<file path="config.mk">
export PLATFORM = sky130hd
export DESIGN_NAME = lzx_e8_call_translation
export DESIGN_NICKNAME = d
export VERILOG_FILES = /design/src/lzx_e8_pkg.sv /design/src/lzx_e8_call_translation.sv
export SDC_FILE = /design/constraint.sdc
export NUM_CORES = 1
export LEC_CHECK = 0
export BUFFER_PORTS_ARGS = -buffer_cell sky130_fd_sc_hd__buf_2
export CAP_MARGIN = 20
export CORE_UTILIZATION = 44
export CTS_CLUSTER_DIAMETER = 120
export DETAILED_ROUTE_END_ITERATION = 8
export GPL_TIMING_DRIVEN = 1
export PLACE_DENSITY_LB_ADDON = 0.05
export SLEW_MARGIN = 30
export SYNTH_ARGS = -nofsm -noshare
export SYNTH_HDL_FRONTEND = slang
export SYNTH_SLANG_ARGS = --single-unit
</file>
<file path="constraint.sdc">
create_clock -name clk -period 19.1 [get_ports clk]
set_input_delay 1.91 -clock clk [delete_from_list [all_inputs] [get_ports clk]]
set_output_delay 1.91 -clock clk [all_outputs]
set_load 0.1 [all_outputs]
</file>
<file path="src/lzx_e8_pkg.sv">
// ----------------------------------------------------------------------------
// lzx_e8_pkg
// Shared constants, result type and call-target translation function for the
// LZX E8 call translation filter.
// ----------------------------------------------------------------------------
package lzx_e8_pkg;

    // Chunk length limit; longer lengths saturate to this
    localparam int MAX_CHUNK_LENGTH = 32768;

    // Call opcode and guard distance from the chunk tail
    localparam logic [7:0]  CALL_OPCODE = 8'hE8;
    localparam logic [16:0] TAIL_GUARD  = 17'd10;

    // Target bytes to collect after a call opcode
    localparam logic [2:0]  TARGET_BYTES = 3'd4;

    // Configuration register indexes
    localparam logic [1:0]  REG_DIRECTION = 2'd0;
    localparam logic [1:0]  REG_FILE_SIZE = 2'd1;

    // Reset value of the file size register
    localparam logic [30:0] FILE_SIZE_RESET = 31'd12000000;

    // Direction codes
    localparam logic        DIR_FORWARD = 1'b0;

    // Output queue geometry
    localparam int QUEUE_DEPTH = 8;
    localparam int QUEUE_AW    = $clog2(QUEUE_DEPTH);

    // One result word
    typedef struct packed {
        logic [7:0] out_byte;
        logic       run_last;
        logic       chunk_end;
    } res_t;

    // Translate a 32-bit call target for the call at position pos
    function automatic logic [31:0] e8_translate(
        input logic [31:0] word,
        input logic [15:0] pos,
        input logic [30:0] fs,
        input logic        dir
    );
        logic signed [33:0] v;
        logic signed [33:0] p;
        logic signed [33:0] f;
        logic signed [33:0] r;
        begin
            v = {{2{word[31]}}, word};
            p = {18'b0, pos};
            f = {3'b0, fs};
            r = v;
            if (dir == DIR_FORWARD)
            begin
                // relative to absolute
                if (v >= -p && v < f)
                begin
                    if (v < f - p)
                        r = v + p;
                    else
                        r = v - f;
                end
            end
            else
            begin
                // absolute back to relative
                if (!v[33])
                begin
                    if (v < f)
                        r = v - p;
                end
                else if (v >= -p)
                begin
                    r = v + f;
                end
            end
            return r[31:0];
        end
    endfunction

endpackage

</file>
<file path="src/lzx_e8_call_translation.sv">
// ----------------------------------------------------------------------------
// lzx_e8_call_translation
// Byte stream filter that translates the 32-bit targets of E8 call opcodes
// between relative and absolute form, one input byte per cycle.
// ----------------------------------------------------------------------------
// Path: an accepted byte is held in the input register, then translated into
//   the output queue, from which its words leave on the output port.
// Throughput: one input byte per cycle; a completed target yields four output
//   words that drain one per cycle while m_tready is high, from an 8-entry
//   output queue. Input stalls only while more than four words wait in the queue.
// Reset: rst_n clears all position, collection and queue state and sets the
//   registers to forward direction and a file size of 12000000.
module lzx_e8_call_translation
    import lzx_e8_pkg::*;
(
    input  logic        clk,
    input  logic        rst_n,
    // configuration write port
    input  logic        cfg_we,
    input  logic [1:0]  cfg_index,
    input  logic [30:0] cfg_data,
    // input stream
    input  logic        s_tvalid,
    output logic        s_tready,
    input  logic [23:0] s_tdata,   // [7:0] data_byte, [23:8] chunk_length
    // output stream
    output logic        m_tvalid,
    input  logic        m_tready,
    output logic [7:0]  m_tdata,   // [7:0] out_byte
    output logic        m_tlast,   // run_last
    output logic        m_tuser    // [0] chunk_end
);

    // Configuration registers
    logic        direction_reg;
    logic [30:0] file_size_reg;

    // Input register
    logic        s0_valid_reg;
    logic [7:0]  s0_byte_reg;
    logic [15:0] s0_len_reg;

    // Filter state
    logic [15:0] byte_position_reg, byte_position_next;
    logic [2:0]  pending_count_reg, pending_count_next;
    logic [15:0] call_position_reg, call_position_next;
    logic [23:0] held_target_reg,   held_target_next;

    // Output queue
    res_t                q_mem [QUEUE_DEPTH];
    logic [QUEUE_AW-1:0] q_wp_reg;
    logic [QUEUE_AW-1:0] q_rp_reg;
    logic [QUEUE_AW:0]   q_count_reg;

    // Per-item decode
    logic        proc;
    logic        pop;
    logic [15:0] len_sat;
    logic        is_end;
    logic        call_ok;
    logic [1:0]  idx;
    logic [31:0] target;
    res_t        res [4];
    logic [2:0]  push_n;

    // Configuration writes
    always_ff @(posedge clk or negedge rst_n)
    begin
        if (!rst_n)
        begin
            direction_reg <= DIR_FORWARD;
            file_size_reg <= FILE_SIZE_RESET;
        end
        else if (cfg_we)
        begin
            if (cfg_index == REG_DIRECTION)
                direction_reg <= cfg_data[0];
            else if (cfg_index == REG_FILE_SIZE)
                file_size_reg <= cfg_data;
        end
    end

    // Process the held word when the queue has room for a full burst
    assign proc     = s0_valid_reg && (q_count_reg <= (QUEUE_AW+1)'(QUEUE_DEPTH - 4));
    assign s_tready = !s0_valid_reg || proc;
    assign pop      = m_tvalid && m_tready;

    // Input register
    always_ff @(posedge clk or negedge rst_n)
    begin
        if (!rst_n)
            s0_valid_reg <= 1'b0;
        else if (s_tready)
            s0_valid_reg <= s_tvalid;
    end

    always_ff @(posedge clk)
    begin
        if (s_tvalid && s_tready)
        begin
            s0_byte_reg <= s_tdata[7:0];
            s0_len_reg  <= s_tdata[23:8];
        end
    end

    // Chunk bookkeeping
    assign len_sat = (s0_len_reg > 16'(MAX_CHUNK_LENGTH)) ? 16'(MAX_CHUNK_LENGTH)
                                                          : s0_len_reg;
    assign is_end  = ({1'b0, byte_position_reg} + 17'd1) >= {1'b0, len_sat};
    assign call_ok = ({1'b0, len_sat} > TAIL_GUARD)
                  && (({1'b0, byte_position_reg} + TAIL_GUARD) < {1'b0, len_sat});
    assign idx     = 2'(TARGET_BYTES - pending_count_reg);
    assign target  = e8_translate({s0_byte_reg, held_target_reg}, call_position_reg,
                                  file_size_reg, direction_reg);

    // Result generation and next state
    always_comb
    begin
        byte_position_next = byte_position_reg;
        pending_count_next = pending_count_reg;
        call_position_next = call_position_reg;
        held_target_next   = held_target_reg;
        push_n             = 3'd0;
        for (int i = 0; i < 4; i++)
            res[i] = '0;

        if (proc)
        begin
            byte_position_next = is_end ? 16'd0 : byte_position_reg + 16'd1;

            if (pending_count_reg == 3'd1)
            begin
                // fourth target byte: emit the translated target
                res[0]             = '{target[7:0],   1'b0, 1'b0};
                res[1]             = '{target[15:8],  1'b0, 1'b0};
                res[2]             = '{target[23:16], 1'b0, 1'b0};
                res[3]             = '{target[31:24], 1'b1, is_end};
                push_n             = 3'd4;
                pending_count_next = 3'd0;
                held_target_next   = '0;
            end
            else if (pending_count_reg != 3'd0 && is_end)
            begin
                // chunk ended mid-target: flush held bytes untranslated
                res[0]             = '{held_target_reg[7:0],   1'b0, 1'b0};
                res[1]             = '{held_target_reg[15:8],  1'b0, 1'b0};
                res[2]             = '{held_target_reg[23:16], 1'b0, 1'b0};
                res[idx]           = '{s0_byte_reg, 1'b1, 1'b1};
                push_n             = {1'b0, idx} + 3'd1;
                pending_count_next = 3'd0;
                held_target_next   = '0;
            end
            else if (pending_count_reg != 3'd0)
            begin
                // collect one target byte
                case (idx)
                    2'd0:    held_target_next[7:0]   = s0_byte_reg;
                    2'd1:    held_target_next[15:8]  = s0_byte_reg;
                    2'd2:    held_target_next[23:16] = s0_byte_reg;
                    default: held_target_next        = held_target_reg;
                endcase
                pending_count_next = pending_count_reg - 3'd1;
            end
            else
            begin
                // plain byte, possibly a call opcode
                if (s0_byte_reg == CALL_OPCODE && call_ok && !is_end)
                begin
                    pending_count_next = TARGET_BYTES;
                    call_position_next = byte_position_reg;
                    held_target_next   = '0;
                end
                res[0] = '{s0_byte_reg, 1'b1, is_end};
                push_n = 3'd1;
            end
        end
    end

    // Filter state registers
    always_ff @(posedge clk or negedge rst_n)
    begin
        if (!rst_n)
        begin
            byte_position_reg <= '0;
            pending_count_reg <= '0;
            call_position_reg <= '0;
            held_target_reg   <= '0;
        end
        else
        begin
            byte_position_reg <= byte_position_next;
            pending_count_reg <= pending_count_next;
            call_position_reg <= call_position_next;
            held_target_reg   <= held_target_next;
        end
    end

    // Output queue storage
    always_ff @(posedge clk)
    begin
        for (int i = 0; i < 4; i++)
        begin
            if (3'(i) < push_n)
                q_mem[q_wp_reg + QUEUE_AW'(i)] <= res[i];
        end
    end

    // Output queue pointers
    always_ff @(posedge clk or negedge rst_n)
    begin
        if (!rst_n)
        begin
            q_wp_reg    <= '0;
            q_rp_reg    <= '0;
            q_count_reg <= '0;
        end
        else
        begin
            q_wp_reg    <= q_wp_reg + QUEUE_AW'(push_n);
            q_rp_reg    <= q_rp_reg + QUEUE_AW'(pop);
            q_count_reg <= q_count_reg + (QUEUE_AW+1)'(push_n) - (QUEUE_AW+1)'(pop);
        end
    end

    // Output port
    assign m_tvalid = (q_count_reg != '0);
    assign m_tdata  = q_mem[q_rp_reg].out_byte;
    assign m_tlast  = q_mem[q_rp_reg].run_last;
    assign m_tuser  = q_mem[q_rp_reg].chunk_end;

`ifndef SYNTHESIS
    // queue never overfills
    assert property (@(posedge clk) disable iff (!rst_n)
        q_count_reg <= (QUEUE_AW+1)'(QUEUE_DEPTH))
    else $error("output queue overflow");

    // collection counter stays within a target
    assert property (@(posedge clk) disable iff (!rst_n)
        pending_count_reg <= TARGET_BYTES)
    else $error("pending count out of range");

    // position never reaches the chunk limit
    assert property (@(posedge clk) disable iff (!rst_n)
        {1'b0, byte_position_reg} < 17'(MAX_CHUNK_LENGTH))
    else $error("byte position out of range");

    // a completing target byte pushes a full burst and ends collection
    assert property (@(posedge clk) disable iff (!rst_n)
        proc && pending_count_reg == 3'd1 |=> pending_count_reg == 3'd0
            && q_count_reg >= (QUEUE_AW+1)'(3))
    else $error("target burst not queued");
`endif

endmodule

</file>
==> out/qor.yml <==
die:
  initial_utilization_pct: 44.6
  fp.dieH_um: 228
  die_area_mm2: 0.0519
  core-area_mm2: 0.0503
  dieWidth_um: 228
  ios: 74
  rows: 82
sta:
  post-route-period-util_pct: 40.4
  rsz0062_at_grt: "false"
  finalHoldViolCount: 0
  post-route-min-period_ns: 7.72
  worst_pin_slew_ns: 1.07
  max_freq_mhz: 130
  skew_ns: 0.0177
  slew_viol_final: 0
  finalSetupTns_ns: 0
  setup_viol: 0
  slew_headroom_pct: 28.3
detailed_routing:
  postRouteAntennaNets: 0
  dr.pass1.iters: 8
  drc: 0
  wl_per_cell_um: 26.8
  drt_iter0_drc: 2693
  via_per_inst: 6.57
  routed_wl_um: 92300
  via_count: 22615
worst_setup_path:
  crit_family: "compound AO/OA/AOI/OAI gates"
  critPathCaptureType: "register"
  cp_slowest_stage_delay_ns: 0.89
  crit_path_frequent_cell: "a21oi_1"
  worstPathBufferInverterCount: 2
  arrival_ns: 8.16
  critical_path.max_fanout: 45
  required_ns: 19.54
  start_kind: "register"
  path_class: "register to register"
  cp_slowest_cell: "nor4_2"
yosys:
  synth_warnings: 0
  synthArstFlopShare_pct: 49.5
  avgSynthCellArea_um2: 8.19
  syn_inst: 2739
  yosysSeqAreaShare_pct: 25.3
  syn_nets: 3029
  synth-seq-cells: 206
  synth_area_mm2: 0.0224
  synthDistinctLibCells: 95
  synthFlopType: "edfxtp_1"
  synth_edf_count: 104
layout:
  final_common_cell: "nand2_1"
  fin_area_mm2: 0.0245
  drive_gt1_share_pct: 12.0
  most-common-layout-cells: "nand2_1 (258), nor2_1 (255), ha_1 (221)"
  fillCellCount: 4982
  largest_reg_flops: 80
  nets: 3037
  syn2layout_area_growth_pct: 8.99
power:
  peakVddDrop_uv: 86.0
  intPower_mw: 1.57
  share_comb_of_total_power_pct: 60.7
  switchingPower_mw: 1.67
  power_frac_seq_pct: 21.9
  finalPower_mw: 3.24
  power_density_mw_per_mm2: 133
  power_leakage_nw: 10.0
  swShare_pct: 51.4
  clkPwrFrac_pct: 17.3
global_route:
  grt_pass1_wl_um: 138000
  grt.total_usage_pct: 34.8
  antenna_found_initial: 1
  grt_max_degree: 55
  grt_pass1_vias: 21407
  grt.overflow.total: 0
placement:
  port_buffers: 73
  hpwlAfterDp_um: 69100
  place_area_mm2: 0.0235
  place_congestion: 1.01
clock_network:
  cts_tree: "done"
  ctsHoldBuffers: 0
  cts_resized: 0
  cts_root_buf: "clkbuf_16"
  htree_levels: 1
  cts.clk_slew.worst_paths_ns: 0.06
  numCtsBuffers: 28
  cts_buffer_depth: 3
  clock_sinks: 206
  clk_latency_ns: 0.59
  postCtsSetupRepairBufs: 0
run:
  max-cap-violations: 0
worst_hold_path:
  min_path_type: "register to register"
status:
  status: "completed"
-- stage by stage --
| step | utilization (%) | hold slack (ns) | setup WS [ns] | cells |
|---|---|---|---|---|
| global route | 48.6 | 0.547 | 10.71 | 3441 |
| CTS | 48.6 | 0.517 | 11.23 | 3439 |
| finish | 48.6 | 0.517 | 11.38 | 3442 |
| global placement | 46.6 | 0.496 | 11.38 | 3387 |
| detailed placement | 46.7 | 0.503 | 11.23 | 3387 |
| floorplan | - | 0.479 | 13.08 | 2739 |
-- cell usage after synthesis (34+ instances only) --
library cell | instances | share of area, %
nand2_1 | 258 | 4.3
xnor2_1 | 122 | 4.8
o21ai_0 | 170 | 3.8
nand3_1 | 80 | 1.8
mux2_2 | 76 | 3.8
edfxtp_1 | 104 | 14
nor2b_1 | 34 | 0.95
nor2_1 | 256 | 4.3
dfrtp_1 | 92 | 10
nor3_1 | 90 | 2.0
a21oi_1 | 217 | 4.8
xor2_1 | 41 | 1.6
clkbuf_1 | 115 | 1.9
ha_1 | 221 | 12
inv_1 | 140 | 2.3
nand4_1 | 34 | 0.95
a211oi_1 | 61 | 2.0
-- cell type report --
class | instances | area [um^2] | area share [%]
clock inverters | 19 | 200 | 0.819
diodes | 1 | 2.50 | 0.0102
well taps | 672 | 841 | 3.44
multi-input cells | 2247 | 15700 | 64.1
inverters | 143 | 537 | 2.19
repair buffers | 121 | 726 | 2.97
flip-flops and latches | 206 | 5690 | 23.3
clock buffers | 33 | 771 | 3.15
-- cells by family after synthesis --
family,synth area share [%]
mux,6.85
buf+inv,4.91
fa+ha+maj,12.9
simple gates,19.2
xor+xnor,6.36
compound gates,24.4
flops,25.3
-- layer usage --
metal,up-vias,global-route usage (%),share of wire [%],wire (um)
li1,10218,-,-,-
met1,10900,49.0,43,40000
met2,1225,53.2,43,39700
met3,272,6.39,9.4,8690
met4,0,12.0,4.2,3830
met5,-,0,0,0
-- worst paths after layout --
kind	from	end	slack [ns]	depth (start not counted)
min in group asynchronous	rst_n	held_target_reg[20]$_DFFE_PN0P_	1.38	1
max in group asynchronous	rst_n	q_rp_reg[1]$_DFF_PN0_	16.41	2
hold / removal	q_count_reg[0]$_DFF_PN0_	q_count_reg[0]$_DFF_PN0_	0.52	1
hold reg to reg	q_count_reg[0]$_DFF_PN0_	q_count_reg[0]$_DFF_PN0_	0.52	1
setup reg to reg	call_position_reg[1]$_DFFE_PN0P_	q_mem[5][7]$_DFFE_PP_	11.38	27
setup / recovery	call_position_reg[1]$_DFFE_PN0P_	q_mem[5][7]$_DFFE_PP_	11.38	27
-- power by group through the flow --
stage | Clock [mW] | Combinational, mW | Sequential [mW]
floorplan | 0 | 1.43 | 0.631
global placement | 0 | 1.90 | 0.716
detailed placement | 0 | 1.92 | 0.718
CTS | 0.570 | 1.93 | 0.710
global route | 0.586 | 2.12 | 0.723
finish | 0.562 | 1.97 | 0.712
Note: power is estimated with default switching activity, not from simulation.
